<file path="config.mk">
export PLATFORM = sky130hd
export DESIGN_NAME = counted_multiset_table
export DESIGN_NICKNAME = d
export VERILOG_FILES = /design/src/rtl/core/cmt_pkg.sv /design/src/rtl/core/cmt_ctrl.sv /design/src/rtl/core/cmt_dp.sv /design/src/rtl/core/counted_multiset_table.sv
export SDC_FILE = /design/constraint.sdc
export NUM_CORES = 2
export LEC_CHECK = 0
export CAP_MARGIN = 10
export CORE_UTILIZATION = 57
export CTS_BUF_LIST = sky130_fd_sc_hd__clkbuf_2
export DETAILED_ROUTE_END_ITERATION = 7
export DONT_BUFFER_PORTS = 1
export GPL_ROUTABILITY_DRIVEN = 0
export HOLD_SLACK_MARGIN = 0.02
export PLACE_DENSITY_LB_ADDON = 0.12
export SLEW_MARGIN = 0
export SYNTH_ARGS = -nofsm -noshare
export SYNTH_HDL_FRONTEND = slang
export SYNTH_SLANG_ARGS = --single-unit
</file>
<file path="constraint.sdc">
create_clock -name i_clk -period 5.5 [get_ports i_clk]
set_clock_uncertainty 0.2 [all_clocks]
set_input_delay 0.55 -clock i_clk [delete_from_list [all_inputs] [get_ports i_clk]]
set_output_delay 0.55 -clock i_clk [all_outputs]
set_load 0.02 [all_outputs]
</file>
<file path="src/rtl/core/cmt_pkg.sv">
// Shared types and constants for the counted multiset table.
// Used by cmt_ctrl, cmt_dp, counted_multiset_table and the testbench; no dependencies.
package cmt_pkg;

    localparam int TABLE_DEPTH_DEF = 64;
    localparam int KEY_BITS_DEF    = 32;
    localparam int COUNT_BITS_DEF  = 16;

    localparam int CMD_W   = 2;
    localparam int KEY_W   = 32;
    localparam int AMT_W   = 16;
    localparam int TALLY_W = 16;
    localparam int USED_W  = 7;

    typedef enum logic [CMD_W-1:0] {
        CMD_ADD    = 2'd0,
        CMD_REMOVE = 2'd1,
        CMD_QUERY  = 2'd2,
        CMD_CLEAR  = 2'd3
    } t_cmd;

    // Controller to datapath
    typedef struct packed {
        logic load;     // latch the item, restart the address counter
        logic scan;     // read one entry, advance address
        logic wipe;     // zero the count at the address, advance address
        logic update;   // apply the command and issue the result
    } t_dp_ctl;

    // Datapath to controller
    typedef struct packed {
        logic addr_last;
    } t_dp_stat;

endpackage

</file>
<file path="src/rtl/core/cmt_ctrl.sv">
// Sequencer for the counted multiset table: reset sweep, scan or clear sweep, update.
// Depends on cmt_pkg.
module cmt_ctrl
    import cmt_pkg::*;
(
    input  logic                i_clk,
    input  logic                i_rst_n,
    input  logic                start,
    input  logic [CMD_W-1:0]    i_command,
    input  t_dp_stat            i_stat,
    output t_dp_ctl             o_ctl,
    output logic                busy
);

    typedef enum logic [5:0] {
        S_INIT   = 6'b000001,
        S_IDLE   = 6'b000010,
        S_SCAN   = 6'b000100,
        S_DRAIN  = 6'b001000,
        S_WIPE   = 6'b010000,
        S_UPDATE = 6'b100000
    } t_state;

    t_state r_state, n_state;

    always_ff @(posedge i_clk) begin
        if (!i_rst_n) begin
            r_state <= S_INIT;
        end else begin
            r_state <= n_state;
        end
    end

    always_comb begin
        n_state = r_state;
        o_ctl   = '0;
        unique case (r_state)
            S_INIT: begin
                o_ctl.wipe = 1'b1;
                if (i_stat.addr_last) begin
                    n_state = S_IDLE;
                end
            end
            S_IDLE: begin
                if (start) begin
                    o_ctl.load = 1'b1;
                    n_state = (t_cmd'(i_command) == CMD_CLEAR) ? S_WIPE : S_SCAN;
                end
            end
            S_SCAN: begin
                o_ctl.scan = 1'b1;
                if (i_stat.addr_last) begin
                    n_state = S_DRAIN;
                end
            end
            // last read word is evaluated here
            S_DRAIN: begin
                n_state = S_UPDATE;
            end
            S_WIPE: begin
                o_ctl.wipe = 1'b1;
                if (i_stat.addr_last) begin
                    n_state = S_UPDATE;
                end
            end
            S_UPDATE: begin
                o_ctl.update = 1'b1;
                n_state = S_IDLE;
            end
            default: begin
                n_state = S_INIT;
            end
        endcase
    end

    assign busy = (r_state != S_IDLE);

endmodule

</file>
<file path="src/rtl/core/cmt_dp.sv">
// Datapath of the counted multiset table: key and count memories, scan
// registers, update arithmetic and result registers. Depends on cmt_pkg.
module cmt_dp
    import cmt_pkg::*;
#(
    parameter int TABLE_DEPTH = TABLE_DEPTH_DEF,
    parameter int KEY_BITS    = KEY_BITS_DEF,
    parameter int COUNT_BITS  = COUNT_BITS_DEF
) (
    input  logic                i_clk,
    input  logic                i_rst_n,
    input  t_dp_ctl             i_ctl,
    output t_dp_stat            o_stat,
    input  logic [CMD_W-1:0]    i_command,
    input  logic [KEY_W-1:0]    i_key,
    input  logic [AMT_W-1:0]    i_amount,
    output logic                o_valid,
    output logic [TALLY_W-1:0]  o_tally,
    output logic                o_present,
    output logic                o_table_full,
    output logic [USED_W-1:0]   o_entries_used
);

    localparam int AW = $clog2(TABLE_DEPTH);
    localparam int UW = $clog2(TABLE_DEPTH + 1);
    localparam int SW = ((COUNT_BITS > AMT_W) ? COUNT_BITS : AMT_W) + 1;
    localparam logic [AW-1:0] LAST_ADDR = AW'(TABLE_DEPTH - 1);
    localparam logic [SW-1:0] COUNT_MAX = SW'({COUNT_BITS{1'b1}});

    logic [KEY_BITS-1:0]   mem_key [TABLE_DEPTH];
    logic [COUNT_BITS-1:0] mem_cnt [TABLE_DEPTH];

    // item registers
    t_cmd                  r_cmd;
    logic [KEY_BITS-1:0]   r_key;
    logic [AMT_W-1:0]      r_amt;

    // scan registers
    logic [AW-1:0]         r_addr;
    logic                  r_rd_vld;
    logic [AW-1:0]         r_rd_idx;
    logic [KEY_BITS-1:0]   r_rd_key;
    logic [COUNT_BITS-1:0] r_rd_cnt;
    logic                  r_found;
    logic [AW-1:0]         r_slot;
    logic [COUNT_BITS-1:0] r_slot_cnt;
    logic                  r_free_found;
    logic [AW-1:0]         r_free;
    logic [UW-1:0]         r_used;

    // write port
    logic                  cnt_we;
    logic                  key_we;
    logic [AW-1:0]         wr_addr;
    logic [COUNT_BITS-1:0] wr_cnt;

    // update results
    logic [SW-1:0]         sum;
    logic [SW-1:0]         cur_w;
    logic [SW-1:0]         amt_w;
    logic [COUNT_BITS-1:0] new_cnt;
    logic                  res_present;
    logic                  res_full;
    logic [UW-1:0]         n_used;
    logic                  amt_nz;

    assign o_stat.addr_last = (r_addr == LAST_ADDR);

    always_ff @(posedge i_clk) begin
        if (i_ctl.load) begin
            r_cmd <= t_cmd'(i_command);
            r_key <= KEY_BITS'(i_key);
            r_amt <= i_amount;
        end
    end

    always_ff @(posedge i_clk) begin
        if (!i_rst_n) begin
            r_addr <= '0;
        end else if (i_ctl.load) begin
            r_addr <= '0;
        end else if (i_ctl.scan || i_ctl.wipe) begin
            r_addr <= o_stat.addr_last ? '0 : r_addr + AW'(1);
        end
    end

    // memories: one write, one registered read per cycle
    always_ff @(posedge i_clk) begin
        if (cnt_we) begin
            mem_cnt[wr_addr] <= wr_cnt;
        end
        if (key_we) begin
            mem_key[wr_addr] <= r_key;
        end
        r_rd_key <= mem_key[r_addr];
        r_rd_cnt <= mem_cnt[r_addr];
        r_rd_idx <= r_addr;
    end

    // search: first live match and lowest free entry
    always_ff @(posedge i_clk) begin
        if (!i_rst_n) begin
            r_rd_vld     <= 1'b0;
            r_found      <= 1'b0;
            r_free_found <= 1'b0;
        end else begin
            r_rd_vld <= i_ctl.scan;
            if (i_ctl.load) begin
                r_found      <= 1'b0;
                r_free_found <= 1'b0;
            end else if (r_rd_vld) begin
                if (!r_found && r_rd_cnt != '0 && r_rd_key == r_key) begin
                    r_found    <= 1'b1;
                    r_slot     <= r_rd_idx;
                    r_slot_cnt <= r_rd_cnt;
                end
                if (!r_free_found && r_rd_cnt == '0) begin
                    r_free_found <= 1'b1;
                    r_free       <= r_rd_idx;
                end
            end
        end
    end

    assign amt_nz = (r_amt != '0);
    assign cur_w  = SW'(r_slot_cnt);
    assign amt_w  = SW'(r_amt);
    assign sum    = cur_w + amt_w;

    always_comb begin
        cnt_we      = 1'b0;
        key_we      = 1'b0;
        wr_addr     = r_slot;
        wr_cnt      = '0;
        new_cnt     = r_slot_cnt;
        res_present = r_found;
        res_full    = 1'b0;
        n_used      = r_used;
        if (i_ctl.wipe) begin
            cnt_we  = 1'b1;
            wr_addr = r_addr;
        end else if (i_ctl.update) begin
            case (r_cmd)
                CMD_CLEAR: begin
                    new_cnt     = '0;
                    res_present = 1'b0;
                    n_used      = '0;
                end
                CMD_ADD: begin
                    if (amt_nz) begin
                        if (r_found) begin
                            new_cnt = (sum > COUNT_MAX) ? COUNT_MAX[COUNT_BITS-1:0]
                                                        : sum[COUNT_BITS-1:0];
                            cnt_we  = 1'b1;
                        end else if (r_free_found) begin
                            new_cnt     = (amt_w > COUNT_MAX) ? COUNT_MAX[COUNT_BITS-1:0]
                                                              : amt_w[COUNT_BITS-1:0];
                            wr_addr     = r_free;
                            cnt_we      = 1'b1;
                            key_we      = 1'b1;
                            res_present = 1'b1;
                            n_used      = r_used + UW'(1);
                        end else begin
                            new_cnt  = '0;
                            res_full = 1'b1;
                        end
                        wr_cnt = new_cnt;
                    end
                end
                CMD_REMOVE: begin
                    if (amt_nz && r_found) begin
                        cnt_we = 1'b1;
                        if (cur_w > amt_w) begin
                            new_cnt = COUNT_BITS'(cur_w - amt_w);
                        end else begin
                            new_cnt     = '0;
                            res_present = 1'b0;
                            if (r_used != '0) begin
                                n_used = r_used - UW'(1);
                            end
                        end
                        wr_cnt = new_cnt;
                    end
                end
                default: begin
                end
            endcase
            if (!res_present) begin
                new_cnt = '0;
            end
        end
    end

    always_ff @(posedge i_clk) begin
        if (!i_rst_n) begin
            o_valid <= 1'b0;
            r_used  <= '0;
        end else begin
            o_valid <= i_ctl.update;
            if (i_ctl.update) begin
                r_used <= n_used;
            end
        end
    end

    always_ff @(posedge i_clk) begin
        if (i_ctl.update) begin
            o_tally        <= TALLY_W'(new_cnt);
            o_present      <= res_present;
            o_table_full   <= res_full;
            o_entries_used <= USED_W'(n_used);
        end
    end

endmodule

</file>
<file path="src/rtl/core/counted_multiset_table.sv">
// Counted multiset table: top level joining the sequencer and the datapath.
// Depends on cmt_pkg, cmt_ctrl and cmt_dp.
//
//  channel   handshake        signals
//  command   start / busy     i_command, i_key, i_amount
//  result    o_valid strobe   o_tally, o_present, o_table_full, o_entries_used
//
// The result strobe follows the accepting edge once the memory read address has
// visited every entry: a drain state evaluates the last read, the update state
// writes back and the result is registered. Clear has no read to drain; it sweeps
// the count memory to zero and then updates. After reset busy stays high while
// the count memory is swept to zero. The result shows for one cycle, the receiver
// cannot stall it, and a new item may start then.
module counted_multiset_table
    import cmt_pkg::*;
#(
    parameter int TABLE_DEPTH = TABLE_DEPTH_DEF,
    parameter int KEY_BITS    = KEY_BITS_DEF,
    parameter int COUNT_BITS  = COUNT_BITS_DEF
) (
    input  logic                i_clk,
    input  logic                i_rst_n,
    input  logic                start,
    output logic                busy,
    input  logic [CMD_W-1:0]    i_command,
    input  logic [KEY_W-1:0]    i_key,
    input  logic [AMT_W-1:0]    i_amount,
    output logic                o_valid,
    output logic [TALLY_W-1:0]  o_tally,
    output logic                o_present,
    output logic                o_table_full,
    output logic [USED_W-1:0]   o_entries_used
);

    t_dp_ctl  ctl;
    t_dp_stat stat;

    cmt_ctrl u_ctrl (
        .i_clk     (i_clk),
        .i_rst_n   (i_rst_n),
        .start     (start),
        .i_command (i_command),
        .i_stat    (stat),
        .o_ctl     (ctl),
        .busy      (busy)
    );

    cmt_dp #(
        .TABLE_DEPTH (TABLE_DEPTH),
        .KEY_BITS    (KEY_BITS),
        .COUNT_BITS  (COUNT_BITS)
    ) u_dp (
        .i_clk          (i_clk),
        .i_rst_n        (i_rst_n),
        .i_ctl          (ctl),
        .o_stat         (stat),
        .i_command      (i_command),
        .i_key          (i_key),
        .i_amount       (i_amount),
        .o_valid        (o_valid),
        .o_tally        (o_tally),
        .o_present      (o_present),
        .o_table_full   (o_table_full),
        .o_entries_used (o_entries_used)
    );

`ifndef ASSERT_OFF
    a_result_when_idle: assert property (@(posedge i_clk) disable iff (!i_rst_n)
        o_valid |-> !busy)
        else $error("result strobe while busy");

    a_accept_busy: assert property (@(posedge i_clk) disable iff (!i_rst_n)
        (start && !busy) |=> (busy && !o_valid))
        else $error("accepted item did not make block busy");

    a_full_absent: assert property (@(posedge i_clk) disable iff (!i_rst_n)
        (o_valid && o_table_full) |-> (!o_present && o_tally == '0))
        else $error("dropped add reports a present key");
`endif

endmodule

</file>
# ---- Word level (Yosys, flattened, before mapping)
# Memories as Yosys holds them, arrays and structs flattened. A register that Yosys moved wholly into a read port is not among the register bits.
# Cells that the tools add are included.
# Widths: inputs -> output; s select.
dict set report totals {
  elab_cells 133
  ff_bits 132
  mem_count 2
  output_inout_bits 27
  inputBits 53
  ram_bits 3072
}
# memory depth width read_ports rd_ports_with_merged_regs wr line
set memory_table {}
lappend memory_table {u_dp.mem_key 64 32 1 1 1 cmt_dp.sv:30} ;# logic [KEY_BITS-1:0] mem_key [TABLE_DEPTH];
lappend memory_table {u_dp.mem_cnt 64 16 1 1 1 cmt_dp.sv:31} ;# logic [COUNT_BITS-1:0] mem_cnt [TABLE_DEPTH];
dict set report classes {
  addsub 5
  eq_ne 16
  n_bitwise 4
  reduce_logical 20
  n_mux 65
  order_cmp 3
}
# op n
set op_table {}
lappend op_table {{$mux 16} 13}
lappend op_table {{$mux 6} 11}
lappend op_table {{$mux 7} 7}
lappend op_table {{$pmux 16 s3} 1}
lappend op_table {{$pmux 6 s6} 1}
lappend op_table {{$eq 32x32->1} 1}
lappend op_table {{$pmux 16 s2} 1}
lappend op_table {{$reduce_bool 16->1} 2}
lappend op_table {{$mux 1} 27}
lappend op_table {{$pmux 7 s3} 1}
lappend op_table {{$add 16x16->17} 1}
lappend op_table {{$gt 17x16->1 const B} 1}
lappend op_table {{$gt 16x16->1} 1}
lappend op_table {{$gt 16x16->1 const B} 1}
lappend op_table {{$logic_not 16->1} 1}
lappend op_table {{$sub 16x16->16} 1}
lappend op_table {{$eq 6x6->1 const B} 2}
lappend op_table {{$reduce_and 4->1} 3}
lappend op_table {{$add 7x1->7 const B} 1}
lappend op_table {{$reduce_bool 7->1} 1}
lappend op_table {{$sub 7x1->7 const B} 1}
lappend op_table {{$add 6x1->6 const B} 1}
lappend op_table {{$eq 6x1->1 const B} 1}
lappend op_table {{$eq 6x2->1 const B} 1}
lappend op_table {{other kinds (19)} 31}

# ---- Longest topological paths before layout
dict set report depth {
  word_depth 8
  ltp_mapped 13
  mapped_depth_nobuf 12
}

# ---- By module
# Synthesis repeated with hierarchy kept, for this count alone.
dict set report unflattened {
  hier_cells 5307
  area_unflattened_um2 125352.7
}
# mod instances cells_each area_per_inst_um2 seq_area_each_um2
set modules_own_cells {}
lappend modules_own_cells {cmt_dp 1 5262 124952.3 96762.8}
lappend modules_own_cells {cmt_ctrl 1 45 400.4 120.1}

# ---- Worst setup path after synthesis
# Ideal clock, no wire load.
dict set report synth_path {
  path_kind {register to register}
  from {register u_ctrl.r_state[1]}
  to {memory u_dp.mem_key[18][0] (netlist bit) (enable)}
  required_ns 4.879
  setup_slack_ns 0.718
  path_stages_with_launch 13
  arrival_time_ns 4.160
  period_less_slack_ns 4.782
  path_buffers 4
  setup_ns 0.421
  cell_sequence {dfxtp_1 > or4_4 > or3b_1 > buf_6 > inv_8 > nand4_4 > buf_6 > mux2i_4 > a21o_1 > or3_1 > buf_2 > buf_6 > nor2_1}
}
# element line
set synth_lines {}
lappend synth_lines {{start: declaration} cmt_ctrl.sv:24} ;# t_state r_state, n_state;
lappend synth_lines {{start signal: assignment} cmt_ctrl.sv:30} ;# r_state <= n_state;
lappend synth_lines {{end: declaration} cmt_dp.sv:30}

# ---- Worst setup path in the final report
dict set report layout_path {
  from {register u_dp.r_slot_cnt[0]}
  to {memory u_dp.mem_cnt[40][11] (netlist bit) (data pin)}
}
dict set report layout_between {
  elab_chain_len 8
  elab_cells_between_ends 12
  cone_classes {add/sub (2); order compare (2); mux (8)}
}
# element line
set layout_lines {}
lappend layout_lines {{start: declaration} cmt_dp.sv:46} ;# logic [COUNT_BITS-1:0] r_slot_cnt;
lappend layout_lines {{start signal: assignment} cmt_dp.sv:115} ;# r_slot_cnt <= r_rd_cnt;
lappend layout_lines {{$add 16x16->17} cmt_dp.sv:128} ;# assign sum = cur_w + amt_w;
lappend layout_lines {{$gt 17x16->1} cmt_dp.sv:152} ;# new_cnt = (sum > COUNT_MAX) ? COUNT_MAX[COUNT_BITS-1:0]
lappend layout_lines {{$mux 16} cmt_dp.sv:152}
lappend layout_lines {{$mux 16} cmt_dp.sv:151} ;# if (r_found) begin
lappend layout_lines {{$mux 16} cmt_dp.sv:150} ;# if (amt_nz) begin
lappend layout_lines {{$pmux 16 s2 (*)} cmt_dp.sv:143} ;# case (r_cmd)
lappend layout_lines {{$mux 16 (*)} cmt_dp.sv:142} ;# end else if (i_ctl.update) begin
lappend layout_lines {{$mux 16 (*)} cmt_dp.sv:139} ;# if (i_ctl.wipe) begin
lappend layout_lines {{via u_dp.wr_cnt[11]} cmt_dp.sv:55} ;# logic [COUNT_BITS-1:0] wr_cnt;
lappend layout_lines {{end: declaration} cmt_dp.sv:31}
# The timed path passes the listed nets; every way through them passes the cells marked *.

==> metrics.cfg <==
[outcome]
status = finished, final reports clean

[route]
vias = 61600
dr.pass1.iters = 7
drc_errors = 0
drt-vias-per-instance = 6.32
antenna_left = 0
wl_per_cell_um = 32.3
wl_mm = 315
drtIter0Drc = 6776

[timing]
period_share = 0.921
worst_pin_slew_ps = 1270
finalHoldViolCount = 0
worst_slack_ps = 432
setup_tns_ps = 0
setup_viol = 0
fin_crit_ps = 5070
fmax_ghz = 0.197
relSlewSlack = 0.156
maxSlewViolCount = 0
rsz0062_at_grt = no

[worst_setup_path]
crit_chain = inv_1 > ha_1 > inv_1 > fa_1 > a211oi_1 > o211ai_1 > a311oi_1 > a21o_1 > nor2_1 > a221oi_1 > nor2_4 > buf_4
path_common_cell = inv_1
max_stage_delay_ps = 900
arrival_ps = 6340
crit_type = reg -> reg
end_kind = flip-flop
cp_max_fo = 64
critical-path-slowest-cell = a221oi_1
crit_required_ps = 6780
crit_family = compound AO/OA/AOI/OAI gates
cp_num_buf_inv = 3
critPathLaunchType = flip-flop

[power]
p_leak_nw = 44.9
p_clk_frac = 0.337
power_frac_comb = 0.059
peakVddDrop_v = 0.000255
power.switching_w = 0.0108
p_int_w = 0.0338
power_density_nw_per_um2 = 320
switching_share = 0.243
pwr-share-seq = 0.603
total_power_w = 0.0447

[die]
die_h_um = 470
core_area_um2 = 218000
die-area_um2 = 221000
ios = 80
rows = 171
die_x_um = 470
initial_core_util = 0.575

[clock_tree]
cts.reportedPaths.clkPinSlew_ps = 120
clk_path_buf_depth = 4
cts_resized = 0
cts.sinks = 3252
clockRootBuffer = clkbuf_2
cts_buffers = 781
clock_latency_ps = 1960
cts-htree-levels = 6
post_cts_buffers = 0
cts_tree = built
holdBufCountCts = 207

[place]
post-place-ws_ps = 738
numPortBuffers = 0
place_hpwl_mm = 192
dp_cells = 8144

[logic_synthesis]
postSynth.asyncResetShare = 0
syn_inst = 5278
syn_area_um2 = 125000
synth.most_common_cell = edfxtp_1
synth_area_leader_cell = edfxtp_1
synth-edff-count = 3175
synth_nets = 5369
synthFlopType = edfxtp_1
synth.area.top_cells = edfxtp_1 (76%), mux4_2 (18%), dfxtp_1 (1.2%), nor2_1 (0.58%), clkbuf_1 (0.53%)
synth_common_cells = edfxtp_1 (3175), mux4_2 (1008), nor2_1 (193)
yosys.area.top_type_share = 0.762
seq_area_frac_synth = 0.775
synth.avg_cell_area_um2 = 23.7
ys_warn_count = 0
ys_ff_latch = 3252
ys_types = 74

[hold_path]
holdCritPathClass = reg -> reg

[global_route]
grt_first_pass_wirelength_mm = 450
overflow = 0
grt_max_degree = 108
busiest_layer = met2
grt_pass1_vias = 62700
antenna_found_initial = 13
met1_usage = 0.409
track_usage = 0.289
use_met2 = 0.455
use_met3 = 0.0538

[finish]
finalNonFillerCells = 9735
syn2layout_area_growth_pct = 11.8
fin_nets = 6371
n_fill_cell = 14600
drive_gt1_frac = 0.378

[run]
drv_cap = 0

[placed cells by master, fill, tap and decap left out, types with 7 or more instances in the layout]
master / n
diode_2: 23
clkinv_2: 22
nor4_1: 20
mux4_2: 1008
mux2i_1: 7
nand2_1: 66
ha_1: 36
o21ai_0: 53
buf_12: 47
nand4_1: 14
edfxtp_1: 3175
xor2_1: 18
nor2b_1: 10
xnor2_1: 43
nor3_1: 19
dlygate4sd3_1: 207
nor2_1: 118
nand3_1: 19
buf_4: 234
a221oi_1: 9
inv_1: 37
dfxtp_1: 72
nor2_4: 80
inv_2: 14
o211ai_1: 7
a21oi_1: 46
clkbuf_2: 1133
a211oi_1: 9
clkinv_1: 183
[per-layer routing]
metal  share of wire  wire length, um
met5               0                0
met4           0.033            10400
met3           0.086            27000
met2            0.49           154000
met1            0.39           123000
[cell type report]
type	count	area, um^2	share of cell area
clock inverters	228	1050	0.00754
repair buffers	488	4770	0.0341
well taps	2854	3570	0.0255
multi-input cells	1717	27600	0.198
diodes	23	57.6	0.000412
inverters	40	161	0.00115
flip-flops and latches	3252	96900	0.693
clock buffers	1133	5670	0.0406
[power groups by stage]
| stage | Sequential (W) | Clock, W | Combinational, W |
|---|---|---|---|
| 5_1_grt | 0.0270 | 0.0167 | 0.00274 |
| 4_1_cts | 0.0269 | 0.0154 | 0.00268 |
| 3_3_place_gp | 0.0275 | 0 | 0.00255 |
| 2_1_floorplan | 0.0274 | 0 | 0.00161 |
| 6_report | 0.0270 | 0.0151 | 0.00266 |
| 3_5_place_dp | 0.0275 | 0 | 0.00255 |
[through the flow]
step                 util  hold WS (ps)  area [um^2]
global route        0.642          60.2       140000
global placement    0.602           206       131000
floorplan               -           129       125000
finish              0.642           208       140000
CTS                 0.642          37.8       140000
detailed placement  0.602           211       131000
[registers in the layout, indices dropped and copies added, names as in the netlist, 2 cells and up]
register / flops
u_ctrl.r_state: 6
u_dp.mem_cnt: 1024
u_dp.mem_key: 2048
u_dp.o_entries_used: 7
u_dp.o_tally: 16
u_dp.r_addr: 6
u_dp.r_amt: 16
u_dp.r_cmd: 2
u_dp.r_free: 6
u_dp.r_key: 32
u_dp.r_rd_cnt: 16
u_dp.r_rd_idx: 6
u_dp.r_rd_key: 32
u_dp.r_slot: 6
u_dp.r_slot_cnt: 16
u_dp.r_used: 7
[cell families (layout without fill, tap and decap cells)]
logic type | count (synthesis) | in the layout | share of synthesized area
DFF | 3252 | 3252 | 0.775
muxes | 1016 | 1016 | 0.182
and+or+nand+nor | 411 | 411 | 0.0154
buffers and inverters | 309 | 1889 | 0.00975
AOI/OAI and AO/OA | 191 | 191 | 0.00985
xor gates and xnor gates | 61 | 61 | 0.00427
adders and majority gates | 38 | 38 | 0.00392
other | 0 | 23 | 0
[path summary, 6_finish.rpt]
| kind | start | slack, ps | endpoint | cells after the start |
|---|---|---|---|---|
| worst max-delay path | u_dp.r_slot_cnt[0] | 430 | u_dp.mem_cnt[40][11] | 12 |
| worst min-delay path | u_dp.r_rd_idx[1] | 210 | u_dp.r_slot[1] | 0 |
| worst max register to register | u_dp.r_slot_cnt[0] | 430 | u_dp.mem_cnt[40][11] | 12 |
| worst min register to register | u_dp.r_rd_idx[1] | 210 | u_dp.r_slot[1] | 0 |
Power figures use the tool's default switching activity.
